<file path="config.mk">
export PLATFORM = sky130hd
export DESIGN_NAME = gregorian_date_advance_unit
export DESIGN_NICKNAME = d
export VERILOG_FILES = /design/src/rtl/gda_pkg.sv /design/src/rtl/gda_ctrl.sv /design/src/rtl/gda_dpath.sv /design/src/rtl/gregorian_date_advance_unit.sv
export SDC_FILE = /design/constraint.sdc
export NUM_CORES = 1
export LEC_CHECK = 0
export ABC_AREA = 1
export BUFFER_PORTS_ARGS = -buffer_cell sky130_fd_sc_hd__buf_2
export CORE_UTILIZATION = 67
export DETAILED_ROUTE_END_ITERATION = 10
export PLACE_DENSITY_LB_ADDON = 0.1
export SLEW_MARGIN = 20
export SYNTH_ARGS = -nofsm -noshare
export SYNTH_HDL_FRONTEND = slang
export SYNTH_SLANG_ARGS = --single-unit
</file>
<file path="constraint.sdc">
create_clock -name clk -period 7.1 [get_ports clk]
set_input_delay 1.42 -clock clk [delete_from_list [all_inputs] [get_ports clk]]
set_output_delay 1.42 -clock clk [all_outputs]
set_load 0.005 [all_outputs]
</file>
<file path="src/rtl/gda_pkg.sv">
`timescale 1ns / 1ps
// ----------------------------------------------------------------------------
// gda_pkg: shared types and calendar helpers for the date advance unit
// Controller op codes, datapath status, and leap year / month length tables.
// ----------------------------------------------------------------------------
package gda_pkg;

	localparam int unsigned BASE_YEAR = 1900;

	// command action codes
	localparam logic ACT_SET     = 1'b0;
	localparam logic ACT_ADVANCE = 1'b1;

	// status codes returned with every result
	localparam logic [1:0] STAT_OK       = 2'd0;
	localparam logic [1:0] STAT_INVALID  = 2'd1;
	localparam logic [1:0] STAT_OVERFLOW = 2'd2;

	// divisibility by 25 via the modular inverse of 25 mod 2^16
	localparam logic [15:0] INV25     = 16'h5C29;
	localparam logic [15:0] DIV25_MAX = 16'd2621;

	localparam logic [3:0] MONTH_JAN = 4'd1;
	localparam logic [3:0] MONTH_FEB = 4'd2;
	localparam logic [3:0] MONTH_DEC = 4'd12;
	localparam logic [4:0] DAY_FIRST = 5'd1;
	localparam logic [4:0] DAY_LAST  = 5'd31;

	// controller states
	typedef enum logic [2:0] {
		ST_IDLE,
		ST_CHECK,
		ST_DNUM,
		ST_YWALK,
		ST_MWALK,
		ST_FINISH
	} state_t;

	// datapath operations issued by the controller
	typedef enum logic [2:0] {
		OP_NONE,
		OP_LOAD,
		OP_CHECK,
		OP_DNUM,
		OP_YWALK,
		OP_MWALK,
		OP_FINISH
	} op_t;

	// datapath status back to the controller
	typedef struct packed {
		logic yr_stop;   // remaining days fit in the working year
		logic yr_over;   // would pass the last representable year
		logic mon_stop;  // remaining days fit in the working month
	} dp_sts_t;

	// Gregorian leap test; years up to 16 bits
	function automatic logic is_leap(input logic [15:0] y);
		logic [31:0] prod;
		logic        d4;
		logic        d16;
		logic        d25;
		prod = 32'(y) * 32'(INV25);
		d4   = (y[1:0] == 2'b00);
		d16  = (y[3:0] == 4'b0000);
		d25  = (prod[15:0] <= DIV25_MAX);
		return (d4 && !d25) || (d16 && d25);
	endfunction

	function automatic logic [8:0] year_len(input logic lp);
		return lp ? 9'd366 : 9'd365;
	endfunction

	function automatic logic [4:0] month_len(input logic [3:0] m, input logic lp);
		logic [4:0] n;
		case (m)
			4'd4, 4'd6, 4'd9, 4'd11: n = 5'd30;
			4'd2:                    n = lp ? 5'd29 : 5'd28;
			default:                 n = 5'd31;
		endcase
		return n;
	endfunction

	// days in the months before month m
	function automatic logic [8:0] days_before(input logic [3:0] m, input logic lp);
		logic [8:0] n;
		case (m)
			4'd2:    n = 9'd31;
			4'd3:    n = 9'd59;
			4'd4:    n = 9'd90;
			4'd5:    n = 9'd120;
			4'd6:    n = 9'd151;
			4'd7:    n = 9'd181;
			4'd8:    n = 9'd212;
			4'd9:    n = 9'd243;
			4'd10:   n = 9'd273;
			4'd11:   n = 9'd304;
			4'd12:   n = 9'd334;
			default: n = 9'd0;
		endcase
		if (lp && (m > MONTH_FEB)) begin
			n = n + 9'd1;
		end
		return n;
	endfunction

endpackage

</file>
<file path="src/rtl/gda_ctrl.sv">
`timescale 1ns / 1ps
// ----------------------------------------------------------------------------
// gda_ctrl: sequencer for the date advance unit
// Steps the datapath through validate (set) or day number, year walk and month walk (advance), then finish.
// ----------------------------------------------------------------------------
module gda_ctrl
	import gda_pkg::*;
(
	input  logic    clk,
	input  logic    arst_n,
	input  logic    start,
	input  logic    action,
	input  dp_sts_t sts,
	output logic    busy,
	output op_t     op
);

	state_t state_q;
	state_t state_d;

	// state register
	always_ff @(posedge clk or negedge arst_n) begin
		if (!arst_n) begin
			state_q <= ST_IDLE;
		end else begin
			state_q <= state_d;
		end
	end

	// next state
	always_comb begin
		state_d = state_q;
		unique case (state_q)
			ST_IDLE: begin
				if (start) begin
					state_d = (action == ACT_ADVANCE) ? ST_DNUM : ST_CHECK;
				end
			end
			ST_CHECK: state_d = ST_FINISH;
			ST_DNUM:  state_d = ST_YWALK;
			ST_YWALK: begin
				if (sts.yr_over) begin
					state_d = ST_FINISH;
				end else if (sts.yr_stop) begin
					state_d = ST_MWALK;
				end
			end
			ST_MWALK: begin
				if (sts.mon_stop) begin
					state_d = ST_FINISH;
				end
			end
			ST_FINISH: state_d = ST_IDLE;
			default:   state_d = ST_IDLE;
		endcase
	end

	// outputs
	always_comb begin
		busy = 1'b1;
		op   = OP_NONE;
		unique case (state_q)
			ST_IDLE: begin
				busy = 1'b0;
				op   = start ? OP_LOAD : OP_NONE;
			end
			ST_CHECK:  op = OP_CHECK;
			ST_DNUM:   op = OP_DNUM;
			ST_YWALK:  op = OP_YWALK;
			ST_MWALK:  op = OP_MWALK;
			ST_FINISH: op = OP_FINISH;
			default:   op = OP_NONE;
		endcase
	end

endmodule

</file>
<file path="src/rtl/gda_dpath.sv">
`timescale 1ns / 1ps
// ----------------------------------------------------------------------------
// gda_dpath: date registers and day arithmetic for the date advance unit
// Holds the stored date, the working year and day total, and result registers.
// ----------------------------------------------------------------------------
module gda_dpath
	import gda_pkg::*;
#(
	parameter int YEAR_BITS    = 12,
	parameter int ADVANCE_BITS = 16
) (
	input  logic                    clk,
	input  logic                    arst_n,
	input  op_t                     op,
	input  logic                    action,
	input  logic [3:0]              new_month,
	input  logic [4:0]              new_day,
	input  logic [YEAR_BITS-1:0]    new_year,
	input  logic [ADVANCE_BITS-1:0] advance_days,
	output dp_sts_t                 sts,
	output logic                    done,
	output logic [3:0]              cur_month,
	output logic [4:0]              cur_day,
	output logic [YEAR_BITS-1:0]    cur_year,
	output logic [8:0]              day_of_year,
	output logic [8:0]              days_left,
	output logic                    leap,
	output logic [1:0]              status
);

	localparam int TOT_BITS = ((ADVANCE_BITS > 9) ? ADVANCE_BITS : 9) + 1;
	localparam logic [YEAR_BITS-1:0] YEAR_MAX  = {YEAR_BITS{1'b1}};
	localparam logic [YEAR_BITS-1:0] YEAR_BASE = YEAR_BITS'(BASE_YEAR);

	// stored date and flags
	logic [3:0]           month_q;
	logic [4:0]           day_q;
	logic [YEAR_BITS-1:0] year_q;
	logic                 leap_q;
	logic [1:0]           status_q;
	logic                 done_q;

	// working registers
	logic [3:0]           nm_q;
	logic [4:0]           nd_q;
	logic [YEAR_BITS-1:0] wyr_q;
	logic [TOT_BITS-1:0]  tot_q;
	logic [3:0]           wmon_q;
	logic [8:0]           doy_q;
	logic [8:0]           left_q;

	logic [YEAR_BITS-1:0] yr_sel;
	logic [YEAR_BITS-1:0] wyr_inc;
	logic [TOT_BITS-1:0]  ylen;
	logic [TOT_BITS-1:0]  mlen;
	logic                 ytake;
	logic                 mtake;
	logic                 set_ok;
	logic [8:0]           doy;

	// combinational helpers
	always_comb begin
		yr_sel  = (action == ACT_ADVANCE) ? year_q : new_year;
		wyr_inc = wyr_q + YEAR_BITS'(1);
		ylen    = TOT_BITS'(year_len(leap_q));
		mlen    = TOT_BITS'(month_len(wmon_q, leap_q));
		ytake   = (tot_q > ylen);
		mtake   = (wmon_q < MONTH_DEC) && (tot_q > mlen);
		set_ok  = (nm_q >= MONTH_JAN) && (nm_q <= MONTH_DEC) && (wyr_q >= YEAR_BASE)
		          && (nd_q != 5'd0) && (nd_q <= month_len(nm_q, leap_q));
		doy     = days_before(month_q, leap_q) + 9'(day_q);
	end

	always_comb begin
		sts.yr_stop  = !ytake;
		sts.yr_over  = ytake && (wyr_q == YEAR_MAX);
		sts.mon_stop = !mtake;
	end

	// stored date, flags and result strobe
	always_ff @(posedge clk or negedge arst_n) begin
		if (!arst_n) begin
			month_q  <= MONTH_JAN;
			day_q    <= DAY_FIRST;
			year_q   <= YEAR_BASE;
			leap_q   <= 1'b0;
			status_q <= STAT_OK;
			done_q   <= 1'b0;
		end else begin
			done_q <= (op == OP_FINISH);
			unique case (op)
				OP_LOAD: begin
					leap_q   <= is_leap(16'(yr_sel));
					status_q <= STAT_OK;
				end
				OP_CHECK: begin
					if (set_ok) begin
						month_q <= nm_q;
						day_q   <= nd_q;
						year_q  <= wyr_q;
					end else begin
						month_q  <= MONTH_JAN;
						day_q    <= DAY_FIRST;
						year_q   <= YEAR_BASE;
						leap_q   <= is_leap(16'(BASE_YEAR));
						status_q <= STAT_INVALID;
					end
				end
				OP_YWALK: begin
					if (ytake) begin
						if (wyr_q == YEAR_MAX) begin
							month_q  <= MONTH_DEC;
							day_q    <= DAY_LAST;
							year_q   <= wyr_q;
							status_q <= STAT_OVERFLOW;
						end else begin
							leap_q <= is_leap(16'(wyr_inc));
						end
					end
				end
				OP_MWALK: begin
					if (!mtake) begin
						month_q <= wmon_q;
						day_q   <= tot_q[4:0];
						year_q  <= wyr_q;
					end
				end
				default: ;
			endcase
		end
	end

	// working registers
	always_ff @(posedge clk) begin
		case (op)
			OP_LOAD: begin
				nm_q  <= new_month;
				nd_q  <= new_day;
				wyr_q <= yr_sel;
				tot_q <= TOT_BITS'(advance_days);
			end
			OP_DNUM: begin
				tot_q  <= tot_q + TOT_BITS'(days_before(month_q, leap_q))
				          + TOT_BITS'(day_q);
				wmon_q <= MONTH_JAN;
			end
			OP_YWALK: begin
				if (ytake && (wyr_q != YEAR_MAX)) begin
					tot_q <= tot_q - ylen;
					wyr_q <= wyr_inc;
				end
			end
			OP_MWALK: begin
				if (mtake) begin
					tot_q  <= tot_q - mlen;
					wmon_q <= wmon_q + 4'd1;
				end
			end
			OP_FINISH: begin
				doy_q  <= doy;
				left_q <= year_len(leap_q) - doy;
			end
			default: ;
		endcase
	end

	// result ports
	assign done        = done_q;
	assign cur_month   = month_q;
	assign cur_day     = day_q;
	assign cur_year    = year_q;
	assign day_of_year = doy_q;
	assign days_left   = left_q;
	assign leap        = leap_q;
	assign status      = status_q;

endmodule

</file>
<file path="src/rtl/gregorian_date_advance_unit.sv">
`timescale 1ns / 1ps
// ----------------------------------------------------------------------------
// gregorian_date_advance_unit: Gregorian date register with set and advance
// Sets a validated date or moves the stored date forward by a day count.
//
//   channel  | handshake         | payload
//   ---------+-------------------+----------------------------------------------
//   command  | start / busy      | action, new_month, new_day, new_year,
//            |                   | advance_days
//   result   | done (1 cycle)    | cur_month, cur_day, cur_year, day_of_year,
//            |                   | days_left, leap, status
//
// A transaction is taken at a clock edge with start high and busy low.
// Set: the date is validated, then the finish step raises done.
// Advance: a day number step, then a year walk that moves one year per
// cycle and recomputes the leap flag for each new year, then a month walk
// over 0..11 months and the finish step.
// Reset returns the date to 1/1/1900. Results stay in the date registers
// until a later command; done lasts one cycle and the receiver cannot stall.
// ----------------------------------------------------------------------------
module gregorian_date_advance_unit
	import gda_pkg::*;
#(
	parameter int YEAR_BITS    = 12,
	parameter int ADVANCE_BITS = 16
) (
	input  logic                    clk,
	input  logic                    arst_n,
	input  logic                    start,
	output logic                    busy,
	input  logic                    action,
	input  logic [3:0]              new_month,
	input  logic [4:0]              new_day,
	input  logic [YEAR_BITS-1:0]    new_year,
	input  logic [ADVANCE_BITS-1:0] advance_days,
	output logic                    done,
	output logic [3:0]              cur_month,
	output logic [4:0]              cur_day,
	output logic [YEAR_BITS-1:0]    cur_year,
	output logic [8:0]              day_of_year,
	output logic [8:0]              days_left,
	output logic                    leap,
	output logic [1:0]              status
);

	op_t     op;
	dp_sts_t sts;

	// sequencer
	gda_ctrl u_ctrl (
		.clk    (clk),
		.arst_n (arst_n),
		.start  (start),
		.action (action),
		.sts    (sts),
		.busy   (busy),
		.op     (op)
	);

	// date arithmetic
	gda_dpath #(
		.YEAR_BITS    (YEAR_BITS),
		.ADVANCE_BITS (ADVANCE_BITS)
	) u_dpath (
		.clk          (clk),
		.arst_n       (arst_n),
		.op           (op),
		.action       (action),
		.new_month    (new_month),
		.new_day      (new_day),
		.new_year     (new_year),
		.advance_days (advance_days),
		.sts          (sts),
		.done         (done),
		.cur_month    (cur_month),
		.cur_day      (cur_day),
		.cur_year     (cur_year),
		.day_of_year  (day_of_year),
		.days_left    (days_left),
		.leap         (leap),
		.status       (status)
	);

endmodule
</file>
==> results of run 1 <==
## cell type report
| type | instances | area [um^2] |
|---|---|---|
| fill | 1164 | 3640 |
| multi-input combinational | 1007 | 6520 |
| sequential | 88 | 2510 |
| timing repair buffer | 90 | 465 |
| tap | 184 | 230 |
| clock inverter | 6 | 66.3 |
| clock buffer | 10 | 229 |
| inverter | 262 | 983 |
## Yosys cell counts (18+ instances only)
cell type / n
fa_1: 42
ha_1: 133
nand3_1: 97
nor2_1: 100
xor2_1: 18
o21ai_0: 96
nor3_1: 18
dfrtp_1: 19
inv_1: 250
edfxtp_1: 60
nand2_1: 333
a21oi_1: 59
## metal layers
| metal | vias up | track usage, % |
|---|---|---|
| li1 | 4646 | - |
| met1 | 4260 | 45.7 |
| met2 | 407 | 53.6 |
| met3 | 48 | 4.34 |
| met4 | 0 | 12.9 |
| met5 | - | 0 |
## stage by stage
stage | instances | utilization, % | worst slack, ns
after floorplan | 1377 | - | 1.82
after global placement | 1631 | 73.1 | 1.39
after detailed placement | 1631 | 73.1 | 1.21
after CTS | 1647 | 75.1 | 1.57
after global routing | 1647 | 75.1 | 1.10
final | 1647 | 75.1 | 1.48
## cell families (layout without fill, tap and decap cells)
group	count (synthesis)	after routing	share of synthesized area [%]
adder cells (fa/ha/maj)	175	175	24.8
buffers and inverters	282	368	10.8
AO/OA/AOI/OAI	208	208	11.6
flip-flops	88	88	24.9
AND/OR/NAND/NOR	593	593	25.2
XOR/XNOR	31	31	2.84
## worst register-to-register path, cell delays in order (launching register included)
cell and delay [ns]:
edfxtp_1 0.58, ha_1 0.34, nand3_1 0.15, nor3_2 0.23, nand2_1 0.12, nand2_1 0.17
inv_1 0.13, ha_1 0.29, inv_1 0.05, fa_1 0.52, inv_1 0.05, fa_1 0.48
ha_1 0.32, ha_1 0.36, nand2_1 0.10, nor2_1 0.16, nand2_1 0.07, nand3_1 0.12
inv_1 0.05, o21bai_1 0.15, xor2_1 0.15, nand2_1 0.07, nor2_1 0.15, nand3_1 0.16
nand2_1 0.13, a21oi_1 0.07
## worst max path at each step
stage / from / to / slack [ns] / cells after the start
final: action / u_dpath.leap$_DFFE_PN0P_ / 1.48 / 23
after global routing: action / u_dpath.leap$_DFFE_PN0P_ / 1.10 / 23
after CTS: action / u_dpath.leap$_DFFE_PN0P_ / 1.57 / 23
after detailed placement: action / u_dpath.leap$_DFFE_PN0P_ / 1.21 / 23
after global placement: action / u_dpath.leap$_DFFE_PN0P_ / 1.39 / 23
after floorplan: action / u_dpath.leap$_DFFE_PN0P_ / 1.82 / 23
## sequential cells by signal (all words and copies together), names as in the netlist, 5 cells and up
| signal | flops |
|---|---|
| u_dpath.tot_q | 17 |
| u_dpath.wyr_q | 12 |
| u_dpath.cur_day | 5 |
| u_dpath.day_of_year | 9 |
| u_dpath.cur_year | 12 |
| u_dpath.days_left | 9 |
| u_dpath.nd_q | 5 |
==> metrics.md, run 1 <==
| Metric | Value |
|---|---|
| CTS clk-pin slew, worst paths | 0.07 ns |
| IO Count | 85 |
| Max-slew violation count | 0 |
| GRT Overall Usage | 33.3% |
| Vias in the first global route | 8681 |
| CTS H-tree depth | 3 |
| Post-Syn Area | 10100 um^2 |
| Clk sinks | 88 |
| DRC violations left | 14 |
| Startpoint types | input pin |
| CTS Hold Buffers Added | 0 |
| Die height | 125 um |
| RR Startpoint | u_dpath.wyr_q[0]$_DFFE_PP_ |
| Largest net degree at the start of global routing | 36 |
| Cell taking the most area after synthesis | edfxtp_1 |
| CTS root buffer | clkbuf_16 |
| Die X | 125 um |
| Ant diodes | 0 |
| Highest-count cells in the layout ignoring fill and taps | nand2_1 (333), inv_1 (250), ha_1 (133) |
| Synth warnings | 0 |
| Post-CTS repair timing setup buffer count | 0 |
| First-pass GRT wire length | 41300 um |
| Share of the synthesized area in the top cell type | 17.8% |
| Hpwl dp | 19800 um |
| Highest clock rate | 178 MHz |
| Sequential area share after synthesis | 24.9% |
| Top FF cell, synth | edfxtp_1 |
| DR vias/cell | 5.68 |
| DR iter-0 viols | roughly 1.1k |
| Final Instance Area | 11000 um^2 |
| Crit-path max FO | 15 |
| Crit path required time | 7.34 ns |
| Synth Register Bits | approximately 90 |
| Status | finished with violations |
| Post-route ant nets | 0 |
| Slew at the pin closest to its max-slew limit | 0.972 ns |
| FF-to-FF End | u_dpath.leap$_DFFE_PN0P_ |
| WL/cell | 14.9 um |
| Ys async rst share | between 30% and 40% |
| Vias post-DR | approximately 9.4k |
| Synth area leaders | edfxtp_1 (18%), ha_1 (16%), nand2_1 (12%), inv_1 (9.3%), fa_1 (8.3%) |
| RSZ-0062 raised after global routing | no |
| Crit path max-delay family | adder cells |
| Final hold vios | 0 |
| Routability congestion estimate | ~0.95 |
| Crit-path max cell delay | 0.53 ns |
| P&R area growth vs syn | 8.89% |
| CP Buf/Inv Count | 5 |
| Met3 wire len | roughly 2200 um |
| Row count | 44 |
| FF-to-FF path depth | 25 |
| Worst Skew | about 0.011 ns |
| Final nets | 1674 |
| Clock latency on the worst-skew pair | roughly 0.36 ns |
| Initial Util | 69.0% |
| Failing checks | design-rule violations |
| Crit Path Class | in -> reg |
| TritonCTS Buffers | 9 |
| Critical Path Slowest Stage Cell | fa_1 |
| Core area | 14600 um^2 |
| DIE AREA | 15600 um^2 |
| Clk buf depth | 2 |
| Crit end category | register |
| Total placed instance area | 10700 um^2 |
| Hold Worst Slack | 0.500 ns |
| Met2 WL post-DR | approximately 11000 um |
| FF-to-FF setup slack | 1.84 ns |
| Netlist cell types | between 50 and 60 |
| Hold path startpoint | u_dpath.status[1]$_DFFE_PN0P_ |
| Worst Hold Endpoint | u_dpath.status[1]$_DFFE_PN0P_ |
| Post-synth EDFFs | 60 |
| Met1 wire length | 10600 um |
| # resized after CTS | 0 |
| Syn nets | 1593 |
| Slew headroom | approximately a third |
| Commonest non-fill, non-tap cell in the layout | nand2_1 |
| PortBufs | 84 |
| Crit path DAT | 5.86 ns |
| Synth Instances | 1377 |
| Total of max-cap violations | 0 |
| HP Class | reg -> reg |
| Top sig layer | met4 |
| Critical Path, Cell by Cell | buf_2, inv_1, or2_2, o21ai_0, inv_1, fa_1, ha_1, inv_1, fa_1, inv_1, fa_1, ha_1, nand2_1, nor2_1, nand3_1, nand3_1, nor2_1, nor2_1, nand3_1, nor2_1, nand2_1, a21oi_1, a21oi_1 |
| Initial antenna violation count | 0 |
| Final wirelength | 24500 um |
| Setup violators final | 0 |
| Final min period | 5.62 ns |
| Setup TNS | 0 ns |
| CTS tree | yes |
| Pre-antenna DRT Iters | 10 |
| Final period utilization | 79.2% |
| Syn avg cell area | 7.34 um^2 |
| Share of layout cells above drive strength 1 | 10.5% |
| Worst hold path depth | 1 |
| GRT overflow | 0 |
Power of run 1 is left out: the tool's default activity adds up to more than one toggle a clock period on the data nets, which glitch-free logic cannot reach.
==> inputs of run 2 (changes only) <==
Settings changed: CORE_UTILIZATION 67 to 56.
Clock period 7.1 ns to 4.6 ns, I/O delays scaled along.
==> metrics.md, run 2 (synthesized netlist as in run 1, its figures left out) <==
| Metric | Value |
|---|---|
| TritonCTS Buffers | 9 (unchanged) |
| Slew headroom | 34.8% (-0.33 points) |
| Die height | 136 um (+9.2%) |
| Pre-antenna DRT Iters | 6 (-4) |
| Final hold vios | 0 (unchanged) |
| Critical Path Slowest Stage Cell | fa_2 |
| Post-route ant nets | 0 (unchanged) |
| Status | finished clean |
| Final Instance Area | 12300 um^2 (+12%) |
| Setup crit start | u_dpath.wyr_q[0]$_DFFE_PP_ |
| Clk sinks | 88 (unchanged) |
| RR Startpoint | u_dpath.wyr_q[0]$_DFFE_PP_ |
| Core area | 17500 um^2 (+19%) |
| Critical Path End | u_dpath.leap$_DFFE_PN0P_ |
| Fin cells | 1777 (+7.9%) |
| Clock latency on the worst-skew pair | 0.35 ns (about the same) |
| Initial antenna violation count | 0 (unchanged) |
| DR vias/cell | 5.44 (-4.3%) |
| CTS Hold Buffers Added | 0 (unchanged) |
| WL/cell | 15.2 um (+2.7%) |
| Max-slew violation count | 0 (unchanged) |
| Startpoint types | register |
| Hpwl dp | 21400 um (+8.1%) |
| Total placed instance area | 11300 um^2 (+5.7%) |
| Crit Path Class | reg -> reg |
| Die X | 136 um (+9.2%) |
| CTS clk-pin slew, worst paths | 0.07 ns (about the same) |
| Crit path max-delay family | adder cells |
| GRT overflow | 0 (unchanged) |
| Slew at the pin closest to its max-slew limit | 0.971 ns (-0.00143 ns) |
| Ant diodes | 0 (unchanged) |
| GRT Overall Usage | 30.2% (-3.1 points) |
| DR iter-0 viols | 744 (-31%) |
| Final wirelength | 27100 um (+11%) |
| Clk buf depth | 2 (unchanged) |
| Setup violators final | 0 (unchanged) |
| Share of layout cells above drive strength 1 | 21.2% (+11 points) |
| Vias in the first global route | 9259 (+6.7%) |
| Routability congestion estimate | 0.936 (-1.6%) |
| Crit-path max cell delay | 0.57 ns (+0.04 ns) |
| Total of max-cap violations | 0 (unchanged) |
| Crit-path max FO | 4 (-11) |
| FF-to-FF path depth | 25 (unchanged) |
| First-pass GRT wire length | 43700 um (+5.7%) |
| CTS root buffer | clkbuf_16 |
| Highest clock rate | 219 MHz |
| Largest net degree at the start of global routing | 36 (unchanged) |
| Crit path required time | 4.84 ns (-2.50 ns) |
| IO Count | 85 (unchanged) |
| Row count | 48 (+9.1%) |
| P&R area growth vs syn | 21.5% |
| Crit path DAT | 4.81 ns (-1.05 ns) |
| Largest Register | u_dpath.tot_q |
| Dpl cells | 1747 (+7.1%) |
| Initial Util | 57.8% (-11 points) |
| Final min period | about 4.6 ns |
| CTS H-tree depth | 3 (unchanged) |
| DRC violations left | 0 (-14) |
| CTS tree | yes |
| FF-to-FF setup slack | 0.03 ns (-1.81 ns) |
| CP Buf/Inv Count | 6 (+1) |
| PortBufs | 84 (unchanged) |
| Vias post-DR | 9666 (+3.3%) |
| DIE AREA | 18600 um^2 (+19%) |
| HP Class | reg -> reg |
| Max reg flops | 17 (unchanged) |
| Cell depth of the worst setup path | 25 (+8.7%) |
| Commonest non-fill, non-tap cell in the layout | nand2_1 |
| Hold Worst Slack | 0.509 ns (+0.00804 ns) |
| Crit end category | register |
| RSZ-0062 raised after global routing | yes |
| Highest-count cells in the layout ignoring fill and taps | nand2_1 (325), inv_1 (237), ha_1 (114) |
| Final nets | 1763 (+5.3%) |
| Worst Skew | 0.0145 ns (+0.00327 ns) |
| Crit-path most repeated cell | nand3_2 |
| Worst hold path depth | 1 (unchanged) |
| FF-to-FF End | u_dpath.leap$_DFFE_PN0P_ |
| Final period utilization | ~99% |
## run 2: changes by cell type in the layout (fill, tap and decap cells not counted), moves of 8 or more
cell	previous run	this run
buf_4	6	93
ha_1	133	114
ha_4	0	17
inv_1	250	237
inv_2	9	19
nand2_1	333	325
nand3_1	97	87
nand3_2	0	9
nor2_1	100	91
nor2_2	4	12
o21ai_0	96	85
## run 2: worst min path at each step
| stage | startpoint | end | slack [ns] |
|---|---|---|---|
| floorplan | u_dpath.cur_year[2]$_DFFE_PN1P_ | u_dpath.cur_year[2]$_DFFE_PN1P_ | 0.48 |
| global placement | u_dpath.status[1]$_DFFE_PN0P_ | u_dpath.status[1]$_DFFE_PN0P_ | 0.49 |
| detailed placement | u_dpath.status[1]$_DFFE_PN0P_ | u_dpath.status[1]$_DFFE_PN0P_ | 0.48 |
| CTS | u_dpath.status[1]$_DFFE_PN0P_ | u_dpath.status[1]$_DFFE_PN0P_ | 0.51 |
| global route | u_dpath.status[1]$_DFFE_PN0P_ | u_dpath.status[1]$_DFFE_PN0P_ | 0.54 |
| finish | u_dpath.status[1]$_DFFE_PN0P_ | u_dpath.status[1]$_DFFE_PN0P_ | 0.51 |
## run 2: per-layer routing
metal  share of wire (%)  track usage [%]
met1                  45             41.8
met2                  46             48.9
met3                 6.7             4.06
met4                 2.3             9.14
met5                   0                0
## run 2: final cells by class
cell class	count	area [um^2]
Clock inverter	6	92.6
Inverter	262	995
Multi-Input combinational cell	1007	7030
Fill cell	1448	5200
Timing Repair Buffer	179	1140
Clock buffer	10	229
Sequential cell	88	2510
Tap cell	225	282
## run 2: repair_timing
action	CTS	global route
setup buffers	3	11
gates cloned	0	0
pin swaps	5	45
resized for setup	14	97
endpoints found under the setup margin	1	10
## run 2: metrics by stage
| step | TNS [ns] | util, % | setup slack, ns |
|---|---|---|---|
| 3_5_place_dp | -0.375 | 64.8 | -0.375 |
| 2_1_floorplan | 0 | - | 0.0106 |
| 3_3_place_gp | -0.248 | 64.8 | -0.248 |
| 6_report | 0 | 70.3 | 0.0272 |
| 5_1_grt | -0.339 | 70.3 | -0.189 |
| 4_1_cts | 0 | 67.0 | 0.00233 |
Power of run 2 is left out for the same reason.
